$ cat config.mk
export PLATFORM = sky130hd
export DESIGN_NAME = sorted_key_table
export DESIGN_NICKNAME = d
export VERILOG_FILES = /design/src/rtl/skt_pkg.sv /design/src/rtl/skt_mem.sv /design/src/rtl/sorted_key_table.sv
export SDC_FILE = /design/constraint.sdc
export NUM_CORES = 2
export LEC_CHECK = 0
export BUFFER_PORTS_ARGS = -buffer_cell sky130_fd_sc_hd__buf_4
export CAP_MARGIN = 40
export CORE_ASPECT_RATIO = 0.7
export CORE_MARGIN = 1
export CORE_UTILIZATION = 35
export CTS_CLUSTER_SIZE = 14
export DETAILED_ROUTE_END_ITERATION = 8
export PLACE_DENSITY = 0.52
export SLEW_MARGIN = 15
export SYNTH_ARGS = -nofsm -noshare
export SYNTH_HDL_FRONTEND = slang
export SYNTH_HIERARCHICAL = 1
export SYNTH_SLANG_ARGS = --single-unit
$ cat constraint.sdc
create_clock -name clock -period 6.8 [get_ports clock]
set_input_delay 1.36 -clock clock [delete_from_list [all_inputs] [get_ports clock]]
set_output_delay 1.36 -clock clock [all_outputs]
set_load 0.1 [all_outputs]
$ cat src/rtl/skt_pkg.sv
// Package: shared constants, command and status codes, and the record type for sorted_key_table.
`default_nettype none
package skt_pkg;
   localparam int CAPACITY_DEF = 32;
   localparam int KEY_W = 16;
   localparam int CNT_W = 16;
   localparam int CMD_W = 3;
   localparam int ST_W = 3;

   localparam logic [CMD_W-1:0] CMD_INSERT = 3'd0;
   localparam logic [CMD_W-1:0] CMD_LOOKUP = 3'd1;
   localparam logic [CMD_W-1:0] CMD_UPDATE = 3'd2;
   localparam logic [CMD_W-1:0] CMD_DELETE = 3'd3;
   localparam logic [CMD_W-1:0] CMD_LIST = 3'd4;

   localparam logic [ST_W-1:0] ST_OK = 3'd0;
   localparam logic [ST_W-1:0] ST_DUP = 3'd1;
   localparam logic [ST_W-1:0] ST_NOTFOUND = 3'd2;
   localparam logic [ST_W-1:0] ST_FULL = 3'd3;
   localparam logic [ST_W-1:0] ST_EMPTY = 3'd4;

   typedef struct packed {
      logic [KEY_W-1:0] key;
      logic [CNT_W-1:0] total;
      logic [CNT_W-1:0] borrowed;
   } rec_type;
endpackage
`default_nettype wire

$ cat src/rtl/skt_mem.sv
// Record memory: one write port, one registered read port.
`default_nettype none
module skt_mem #(
   parameter int DEPTH = skt_pkg::CAPACITY_DEF,
   parameter int AW = $clog2(DEPTH)
) (
   input wire logic clock,
   input wire logic wr_en,
   input wire logic [AW-1:0] wr_addr,
   input wire skt_pkg::rec_type wr_data,
   input wire logic [AW-1:0] rd_addr,
   output skt_pkg::rec_type rd_data
);
   skt_pkg::rec_type mem [DEPTH];
   always_ff @(posedge clock) begin
      if (wr_en) begin
         mem[wr_addr] <= wr_data;
      end
      rd_data <= mem[rd_addr];
   end
endmodule
`default_nettype wire

$ cat src/rtl/sorted_key_table.sv
// Top level: sorted record table sequencer over one record memory.
// Commands scan from entry 0, one entry per cycle, to the key or the first larger key;
// update then writes the record, insert shifts the tail up and then writes (or only
// writes when appending), and delete shifts the tail down.
// List first reads entry 0, then sends one record per cycle; the receiver never stalls.
// Empty list/delete and undefined commands end at acceptance; reset empties the table.
`default_nettype none
module sorted_key_table #(
   parameter int CAPACITY = skt_pkg::CAPACITY_DEF
) (
   input wire logic clock,
   input wire logic reset,
   input wire logic start,
   output logic busy,
   input wire logic [skt_pkg::CMD_W-1:0] req_cmd,
   input wire logic [skt_pkg::KEY_W-1:0] req_key,
   input wire logic [skt_pkg::CNT_W-1:0] req_total_count,
   input wire logic [skt_pkg::CNT_W-1:0] req_borrowed_count,
   output logic rsp_valid,
   output logic [skt_pkg::ST_W-1:0] rsp_status,
   output logic [skt_pkg::KEY_W-1:0] rsp_out_key,
   output logic [skt_pkg::CNT_W-1:0] rsp_out_total,
   output logic [skt_pkg::CNT_W-1:0] rsp_out_borrowed,
   output logic signed [skt_pkg::CNT_W:0] rsp_out_remaining,
   output logic rsp_last
);
   localparam int AW = $clog2(CAPACITY);
   localparam int CW = $clog2(CAPACITY + 1);
   localparam logic [CW-1:0] CAP_C = CW'(CAPACITY);

   typedef enum logic [2:0] {
      S_IDLE, S_SCAN, S_SHUP, S_SHDN, S_LIST, S_WRITE
   } state_type;

   state_type state_ff;
   logic [skt_pkg::CMD_W-1:0] cmd_ff;
   skt_pkg::rec_type req_ff, hit_ff;
   logic [CW-1:0] count_ff, idx_ff, pos_ff;
   logic pend_ff;  // read data valid for entry idx_ff-1

   logic wr_en;
   logic [AW-1:0] wr_addr, rd_addr;
   skt_pkg::rec_type wr_data, rd_data;

   skt_mem #(.DEPTH(CAPACITY), .AW(AW)) u_mem (
      .clock(clock), .wr_en(wr_en), .wr_addr(wr_addr), .wr_data(wr_data),
      .rd_addr(rd_addr), .rd_data(rd_data)
   );

   logic [CW-1:0] prev_idx;
   assign prev_idx = idx_ff - CW'(1);

   always_comb begin
      wr_en = 1'b0;
      wr_addr = AW'(idx_ff);
      wr_data = rd_data;
      rd_addr = AW'(idx_ff);
      unique case (state_ff)
         S_SHUP: begin
            // read idx-1 first; then write it to idx while reading idx-2
            rd_addr = pend_ff ? AW'(idx_ff - CW'(2)) : AW'(prev_idx);
            if (pend_ff) begin
               wr_en = 1'b1;
            end
         end
         S_SHDN: begin
            rd_addr = AW'(idx_ff + CW'(1));
            if (pend_ff) begin
               wr_en = 1'b1;
               wr_addr = AW'(prev_idx);
            end
         end
         S_WRITE: begin
            wr_en = 1'b1;
            wr_addr = AW'(pos_ff);
            wr_data = (cmd_ff == skt_pkg::CMD_INSERT) ? req_ff
               : skt_pkg::rec_type'{key: hit_ff.key, total: req_ff.total,
                                    borrowed: req_ff.borrowed};
         end
         default: ;
      endcase
   end

   assign busy = (state_ff != S_IDLE);

   task automatic send(output logic fire, input logic [skt_pkg::ST_W-1:0] st,
                       input skt_pkg::rec_type r, input logic fin);
      fire = 1'b1;
      rsp_status <= st;
      rsp_out_key <= r.key;
      rsp_out_total <= r.total;
      rsp_out_borrowed <= r.borrowed;
      rsp_out_remaining <= $signed({1'b0, r.total}) - $signed({1'b0, r.borrowed});
      rsp_last <= fin;
   endtask

   always_ff @(posedge clock) begin
      logic fire;
      fire = 1'b0;
      if (reset) begin
         state_ff <= S_IDLE;
         count_ff <= '0;
         pend_ff <= 1'b0;
         rsp_valid <= 1'b0;
         rsp_last <= 1'b0;
      end else begin
         unique case (state_ff)
            S_IDLE: begin
               if (start) begin
                  cmd_ff <= req_cmd;
                  req_ff <= '{key: req_key, total: req_total_count,
                              borrowed: req_borrowed_count};
                  idx_ff <= '0;
                  pend_ff <= 1'b0;
                  priority if (req_cmd == skt_pkg::CMD_LIST) begin
                     if (count_ff == '0) send(fire, skt_pkg::ST_EMPTY, '0, 1'b1);
                     else state_ff <= S_LIST;
                  end else if (req_cmd == skt_pkg::CMD_DELETE && count_ff == '0) begin
                     send(fire, skt_pkg::ST_EMPTY, '0, 1'b1);
                  end else if (req_cmd <= skt_pkg::CMD_DELETE) begin
                     state_ff <= S_SCAN;
                  end else begin
                     // drop undefined commands
                     state_ff <= S_IDLE;
                  end
               end
            end
            S_SCAN: begin
               // read entry idx, compare entry idx-1
               if (pend_ff && rd_data.key >= req_ff.key) begin
                  pos_ff <= prev_idx;
                  hit_ff <= rd_data;
                  if (rd_data.key == req_ff.key) begin
                     unique case (cmd_ff)
                        skt_pkg::CMD_INSERT: begin
                           send(fire, skt_pkg::ST_DUP, '0, 1'b1);
                           state_ff <= S_IDLE;
                        end
                        skt_pkg::CMD_LOOKUP: begin
                           send(fire, skt_pkg::ST_OK, rd_data, 1'b1);
                           state_ff <= S_IDLE;
                        end
                        skt_pkg::CMD_UPDATE: begin
                           send(fire, skt_pkg::ST_OK, '{key: rd_data.key,
                              total: req_ff.total, borrowed: req_ff.borrowed}, 1'b1);
                           state_ff <= S_WRITE;
                        end
                        default: begin
                           send(fire, skt_pkg::ST_OK, rd_data, 1'b1);
                           idx_ff <= prev_idx;
                           pend_ff <= 1'b0;
                           state_ff <= S_SHDN;
                        end
                     endcase
                  end else if (cmd_ff == skt_pkg::CMD_INSERT) begin
                     if (count_ff == CAP_C) begin
                        send(fire, skt_pkg::ST_FULL, '0, 1'b1);
                        state_ff <= S_IDLE;
                     end else begin
                        idx_ff <= count_ff;
                        pend_ff <= 1'b0;
                        state_ff <= S_SHUP;
                     end
                  end else begin
                     send(fire, skt_pkg::ST_NOTFOUND, '0, 1'b1);
                     state_ff <= S_IDLE;
                  end
               end else if (idx_ff == count_ff) begin
                  // key beyond every record
                  pos_ff <= count_ff;
                  if (cmd_ff != skt_pkg::CMD_INSERT) begin
                     send(fire, skt_pkg::ST_NOTFOUND, '0, 1'b1);
                     state_ff <= S_IDLE;
                  end else if (count_ff == CAP_C) begin
                     send(fire, skt_pkg::ST_FULL, '0, 1'b1);
                     state_ff <= S_IDLE;
                  end else begin
                     state_ff <= S_WRITE;
                  end
               end else begin
                  idx_ff <= idx_ff + CW'(1);
                  pend_ff <= 1'b1;
               end
            end
            S_SHUP: begin
               // move entry idx-1 to idx, walking down to pos
               if (idx_ff == pos_ff) begin
                  state_ff <= S_WRITE;
               end else if (pend_ff) begin
                  idx_ff <= prev_idx;
               end else begin
                  pend_ff <= 1'b1;
               end
            end
            S_SHDN: begin
               // move entry idx+1 to idx, walking up to count-1
               if (idx_ff + CW'(1) >= count_ff) begin
                  count_ff <= count_ff - CW'(1);
                  state_ff <= S_IDLE;
               end else begin
                  idx_ff <= idx_ff + CW'(1);
                  pend_ff <= 1'b1;
               end
            end
            S_LIST: begin
               if (pend_ff) begin
                  send(fire, skt_pkg::ST_OK, rd_data, idx_ff == count_ff);
               end
               if (idx_ff == count_ff) begin
                  state_ff <= S_IDLE;
               end else begin
                  idx_ff <= idx_ff + CW'(1);
                  pend_ff <= 1'b1;
               end
            end
            S_WRITE: begin
               if (cmd_ff == skt_pkg::CMD_INSERT) begin
                  send(fire, skt_pkg::ST_OK, req_ff, 1'b1);
                  count_ff <= count_ff + CW'(1);
               end
               state_ff <= S_IDLE;
            end
            default: state_ff <= S_IDLE;
         endcase
         rsp_valid <= fire;
      end
   end
endmodule
`default_nettype wire

# Yosys cells after proc, flatten, opt, wreduce, memory -nomap -nowiden
# Memory sizes are Yosys's and may differ from the RTL's. A register that Yosys moved wholly into a read port is not among the register bits.
# Index checks and enable logic that the tools add are counted.
[word_totals] regBits=159 latch_bits=0 ramBits=1536 romBits=0 in_bits=54 output_inout_bits=71 word_cells=222 n_memories=1
[classes] add_sub_neg=7 multipliers=0 div_mod_pow=0 n_lt_le_gt_ge=3 n_eq_ne=30 shift=0 muxes=140 bitwise=1 reduce_logical=23
[memory_table] memory="u_mem.mem" depth=32 word_bits=48 rd=1 rd_clocked_by_memory_dff=1 write_ports=1 line_no="skt_mem.sv:14" source="skt_pkg::rec_type mem [DEPTH];"
[ops] op="$mux W16" n=29
[ops] op="$mux W17" n=12
[ops] op="$pmux W16 S4" n=3
[ops] op="$mux W48" n=2
[ops] op="$mux W6" n=14
[ops] op="$mux W3" n=25
[ops] op="$pmux W17 S4" n=1
[ops] op="$pmux W16 S2" n=2
[ops] op="$mux W1" n=37
[ops] op="$pmux W17 S2" n=1
[ops] op="$sub A16 B16 Y17" n=2
[ops] op="$pmux W6 S5" n=1
[ops] op="$reduce_and A7 Y1" n=3
[ops] op="$pmux W5 S2" n=2
[ops] op="$ne A2 B2 Y1 const B" n=9
[ops] op="$eq A16 B16 Y1" n=1
[ops] op="$ge A16 B16 Y1" n=1
[ops] op="$ne A3 B3 Y1 const B" n=5
[ops] op="$pmux W3 S5" n=1
[ops] op="$add A6 B1 Y6 const B" n=2
[ops] op="$eq A3 B2 Y1 const B" n=4
[ops] op="$eq A6 B6 Y1" n=2
[ops] op="$ne A4 B4 Y1 const B" n=3
[ops] op="$pmux W3 S4" n=1
[ops] op="27 further kinds" n=41

# Longest topological paths before layout
[logic_depth] ltp_word=6 ltp_mapped=14 depth_no_buf=12

# Hierarchy
# Netlist, hierarchy kept.
[by_module_without_submodules] module="skt_mem" n_inst=1 cells_each=3364 area_per_inst_um2=60724.5 seq_area_each_um2=47085.2
[by_module_without_submodules] module="sorted_key_table" n_inst=1 cells_each=1186 area_per_inst_um2=10971.8 seq_area_each_um2=4654.5

# Worst setup path before layout
# No wires, ideal clock.
[synth_path] path_type="input port to flip-flop" start="input port req_cmd[2] in the netlist's numbering" end="register rsp_out_borrowed[0] in the netlist's numbering (enable)" setup_time_ps=578 t_arrival_ps=6597 required_ps=6222 setup_slack_ps=-375 cell_stages=5 path_buffers=0 cell_sequence="and3b_1 > a21oi_1 > nor4_2 > o31ai_1 > nor3_1"
[synth_between] elab_chain_len=4 elab_cells_between_ends=6 classes_between="4 x eq/ne; 2 x reduce/logical"
[synth_lines] element="start: declaration" line_no="sorted_key_table.sv:15" source="input wire logic [skt_pkg::CMD_W-1:0] req_cmd,"
[synth_lines] element="$eq A3 B2 Y1" line_no="sorted_key_table.sv:118" source="end else if (req_cmd == skt_pkg::CMD_DELETE && count_ff == '0) begin"
[synth_lines] element="$logic_and A1 B1 Y1" line_no="sorted_key_table.sv:118"
[synth_lines] element="$ne A3 B3 Y1 (no line)"
[synth_lines] element="$reduce_and A8 Y1 (no line) *"
[synth_lines] element="end: declaration" line_no="sorted_key_table.sv:23" source="output logic [skt_pkg::CNT_W-1:0] rsp_out_borrowed,"
# Mark *: on every way between the ends. The rest lies on a longest branch, timed or not.
# A chain may end at the register's enable or synchronous reset.

# Worst setup path in the final report
[layout_path] start="register state_ff[1]" end="memory u_mem/mem[12][25] in the netlist's numbering (enable)"
[layout_between] elab_cells_between_ends=8 classes_between="3 x eq/ne; 4 x mux; 1 x reduce/logical"
[layout_lines] element="start: declaration" line_no="sorted_key_table.sv:35" source="state_type state_ff;"
[layout_lines] element="start signal: assignment" line_no="sorted_key_table.sv:101" source="state_ff <= S_IDLE;"
[layout_lines] element="start signal: assignment" line_no="sorted_key_table.sv:117" source="else state_ff <= S_LIST;"
[layout_lines] element="start signal: assignment" line_no="sorted_key_table.sv:121" source="state_ff <= S_SCAN;"
[layout_lines] element="$eq A3 B3 Y1 / $eq A3 B2 Y1 (equally long branches)" line_no="sorted_key_table.sv:58" source="unique case (state_ff)"
[layout_lines] element="$pmux W5 S2 *" line_no="sorted_key_table.sv:58"
[layout_lines] element="net wr_addr[1]" line_no="sorted_key_table.sv:42" source="logic [AW-1:0] wr_addr, rd_addr;"
[layout_lines] element="end: declaration" line_no="skt_mem.sv:14"
# The timed path passes the listed nets; every way through them passes the cells marked *.

==> metrics <==
crit-path max cell delay 730 ps; Mapped Area 71700 sq um; RePlAce Congestion 0.832; root buf cell clkbuf_16; maximum clock frequency 209 MHz; initial antenna violation count 5; worst setup margin 2020 ps; first-iteration detailed-routing DRC count 3993; WS Path Type reg2reg; Main synth FF type edfxtp_1; Final Skew between 30 and 40 ps; vias per inst approximately 5.3; status completed; data required time at the worst endpoint between 7000 and 8000 ps; crit-path max FO 31; Switching Share 25.6%; peak supply drop ~0.00022 V; Worst path most repeated cell nand2_1; Critical Path Sink Type flip-flop; Die X ~540 um; hold_buf cts 0; Synth Area in Adders 1.18%; antenna viol nets, final 0; sequential fraction of the synthesis area 72.2%; Synth Area in Simple Gates 4.86%; Area after DPL ~77000 sq um; Slew @ Worst Pin 864 ps; Initial DRT Pass Iterations 6; Resized Gates After CTS 0; Final period util about 70%; Post-CTS Setup Bufs 0; DP HPWL 119000 um; vias in the first global route 39400; CTS max path bufs 4; Final Routed Wirelength 192000 um; CTS tree yes; Max-slew headroom 42.3%; Yosys reg bits around 1700; Final Setup Violations 0; PwrDens 299 nW/um^2; FP Rows 138; Post-synth EDFFs around 1700; Core Box Area roughly 200000 sq um; Hold WC Path Type reg2reg; Setup crit start kind flip-flop; critical path's slowest cell or3b_2; Post-Layout Inst Area slightly above 80000 sq um; Area Overhead vs Synth 15.1%; synth unique cells 82; syn_nets 4670; Yosys Warn Count 6; leakage 0.0282 uW; Compound-Gate Fraction of Synth Area 7.49%; mux contribution to synthesized area around 11%; P_sw 6300 uW; Final nets 4875; htree depth 4; total gr overflow 0; crit-path cells nor2b_1 > nand2_1 > nand2_1 > o21ai_0 > a221o_1 > or3b_2 > nor2_4 > buf_4; DR DRC count 0; Die Height 381 um; XOR/XNOR share of the synthesized area 0.635%; global-route wire length before repair 279000 um; I/O pins 125; drt wl/cell between 20 and 30 um; delay-heaviest family, CP simple AND/OR/NAND/NOR gates; Avg Synthesized Cell Area 15.8 sq um; setup tns final 0 ps; Starting Density between 30% and 40%; largest net degree at the start of global routing 110; Fin. Hold Viols 0; worst skew pair latency 790 ps; Slew Viols, Final 0; commonest cells after routing, fill and taps aside edfxtp_1, mux2i_1, nand2_1, buf_4, a22oi_1; DR vias slightly above 40000; fin crit period 4780 ps; largest family of logic cells by synthesized area multiplexers; Clock power frac 36.1%; Worst-path clk slew around 60 ps; Max-cap violations 0; Die ar. a little over 200000 sq um; Syn Inst Count around 4600; CP arrival 5190 ps; Int Pwr 18400 uW; layout cells sized above 1 12.7%; Comb power frac 12.7%; dpl ws 1900 ps; async set-or-reset flop fraction in the synthesized netlist 0%; CTS Buf Count 168; RSZ-0062 raised after global routing no; Buf+Inv Stages, Crit Path 1; IO buf count 124; sequential share of power 51.2%; commonest non-fill, non-tap cell in the layout edfxtp_1; Total GRT Usage 18.2%; total clock sinks 1743
[worst paths after layout]
kind	from	slack [ps]	end	cells after the start
min	u_mem/rd_data[38]	540	hit_ff[38]	0
max	state_ff[1]	2020	u_mem/mem[12][25]	8
max reg2reg	state_ff[1]	2020	u_mem/mem[12][25]	8
min reg2reg	u_mem/rd_data[38]	540	hit_ff[38]	0
[Yosys cell counts (7+ instances only)]
master / count / area (sq um)
nor3_1: 66 / 330
a211o_1: 11 / 96.3
buf_6: 42 / 473
xor2_1: 27 / 236
a22o_1: 98 / 858
buf_2: 64 / 320
or3_1: 7 / 43.8
ha_1: 63 / 788
nand3b_1: 7 / 52.6
a21o_1: 12 / 90.1
nor2b_1: 12 / 75.1
nand3_1: 185 / 926
dfxtp_1: 60 / 1200
a22oi_1: 217 / 1630
o21ai_0: 85 / 425
a31oi_1: 53 / 332
nor2_1: 113 / 424
buf_1: 15 / 56.3
clkbuf_1: 104 / 390
mux2i_1: 795 / 7960
nand2_1: 308 / 1160
o211ai_1: 20 / 150
o21a_1: 9 / 67.6
o221ai_1: 11 / 96.3
nand2b_1: 15 / 93.8
xnor2_1: 25 / 219
o21ai_1: 13 / 65.1
buf_4: 41 / 308
inv_1: 65 / 244
nand4_1: 11 / 68.8
a21oi_1: 217 / 1090
edfxtp_1: 1683 / 50500
[sequential cells by signal, summed over array words and instances, names as in the netlist, 6 cells and up]
signal / count
rsp_out_remaining: 17
count_ff: 6
idx_ff: 6
rsp_out_key: 16
rsp_out_borrowed: 16
u_mem/rd_data: 48
pos_ff: 6
req_ff: 48
hit_ff: 16
u_mem/mem: 1536
rsp_out_total: 16
[cell families after synthesis]
family                     count (synthesis)
and+or+nand+nor                          762
buffers and inverters                    335
AOI/OAI and AO/OA                        796
adders and majority gates                 66
muxes                                    796
DFF                                     1743
xor gates and xnor gates                  52
[stage by stage]
stage               instances  utilization (%)  power, uW  hold slack [ps]
floorplan                4550                -      14600              476
global placement         7269             37.7      15800              535
detailed placement       7312             38.1      16000              537
CTS                      7607             40.6      24900              545
global route             7611             40.7      25500              559
finish                   7612             40.7      24700              539
[power by group through the flow]
| stage | clock [uW] | sequential [uW] | combinational, uW |
|---|---|---|---|
| after global placement | 0 | 12900 | 2930 |
| after detailed placement | 0 | 12800 | 3140 |
| after global routing | 9540 | 12600 | 3360 |
| after CTS | 9100 | 12600 | 3150 |
| final | 8910 | 12600 | 3140 |
| after floorplan | 0 | 12900 | 1690 |
[area by class of cell]
| class | instances | area [sq um] |
|---|---|---|
| Antenna cell | 2 | 5.00 |
| Clock buffer | 235 | 4600 |
| Clock inverter | 60 | 458 |
| Fill cell | 18400 | 120000 |
| Inverter | 67 | 251 |
| Multi-Input combinational cell | 2472 | 18800 |
| Sequential cell | 1743 | 51700 |
| Tap cell | 2730 | 3420 |
| Timing Repair Buffer | 303 | 3260 |
[per-layer routing]
| metal | GRT usage, % | part of all wire (%) | wire (um) | vias up |
|---|---|---|---|---|
| met3 | 2.88 | 6.2 | 11800 | 242 |
| met2 | 27.0 | 43 | 83500 | 1266 |
| met5 | 0 | 0 | 0 | - |
| met1 | 28.0 | 48 | 92700 | 20800 |
| met4 | 3.84 | 2.0 | 3870 | 0 |
| li1 | - | - | - | 18200 |
No activity file was read; power rests on OpenSTA's default activity.
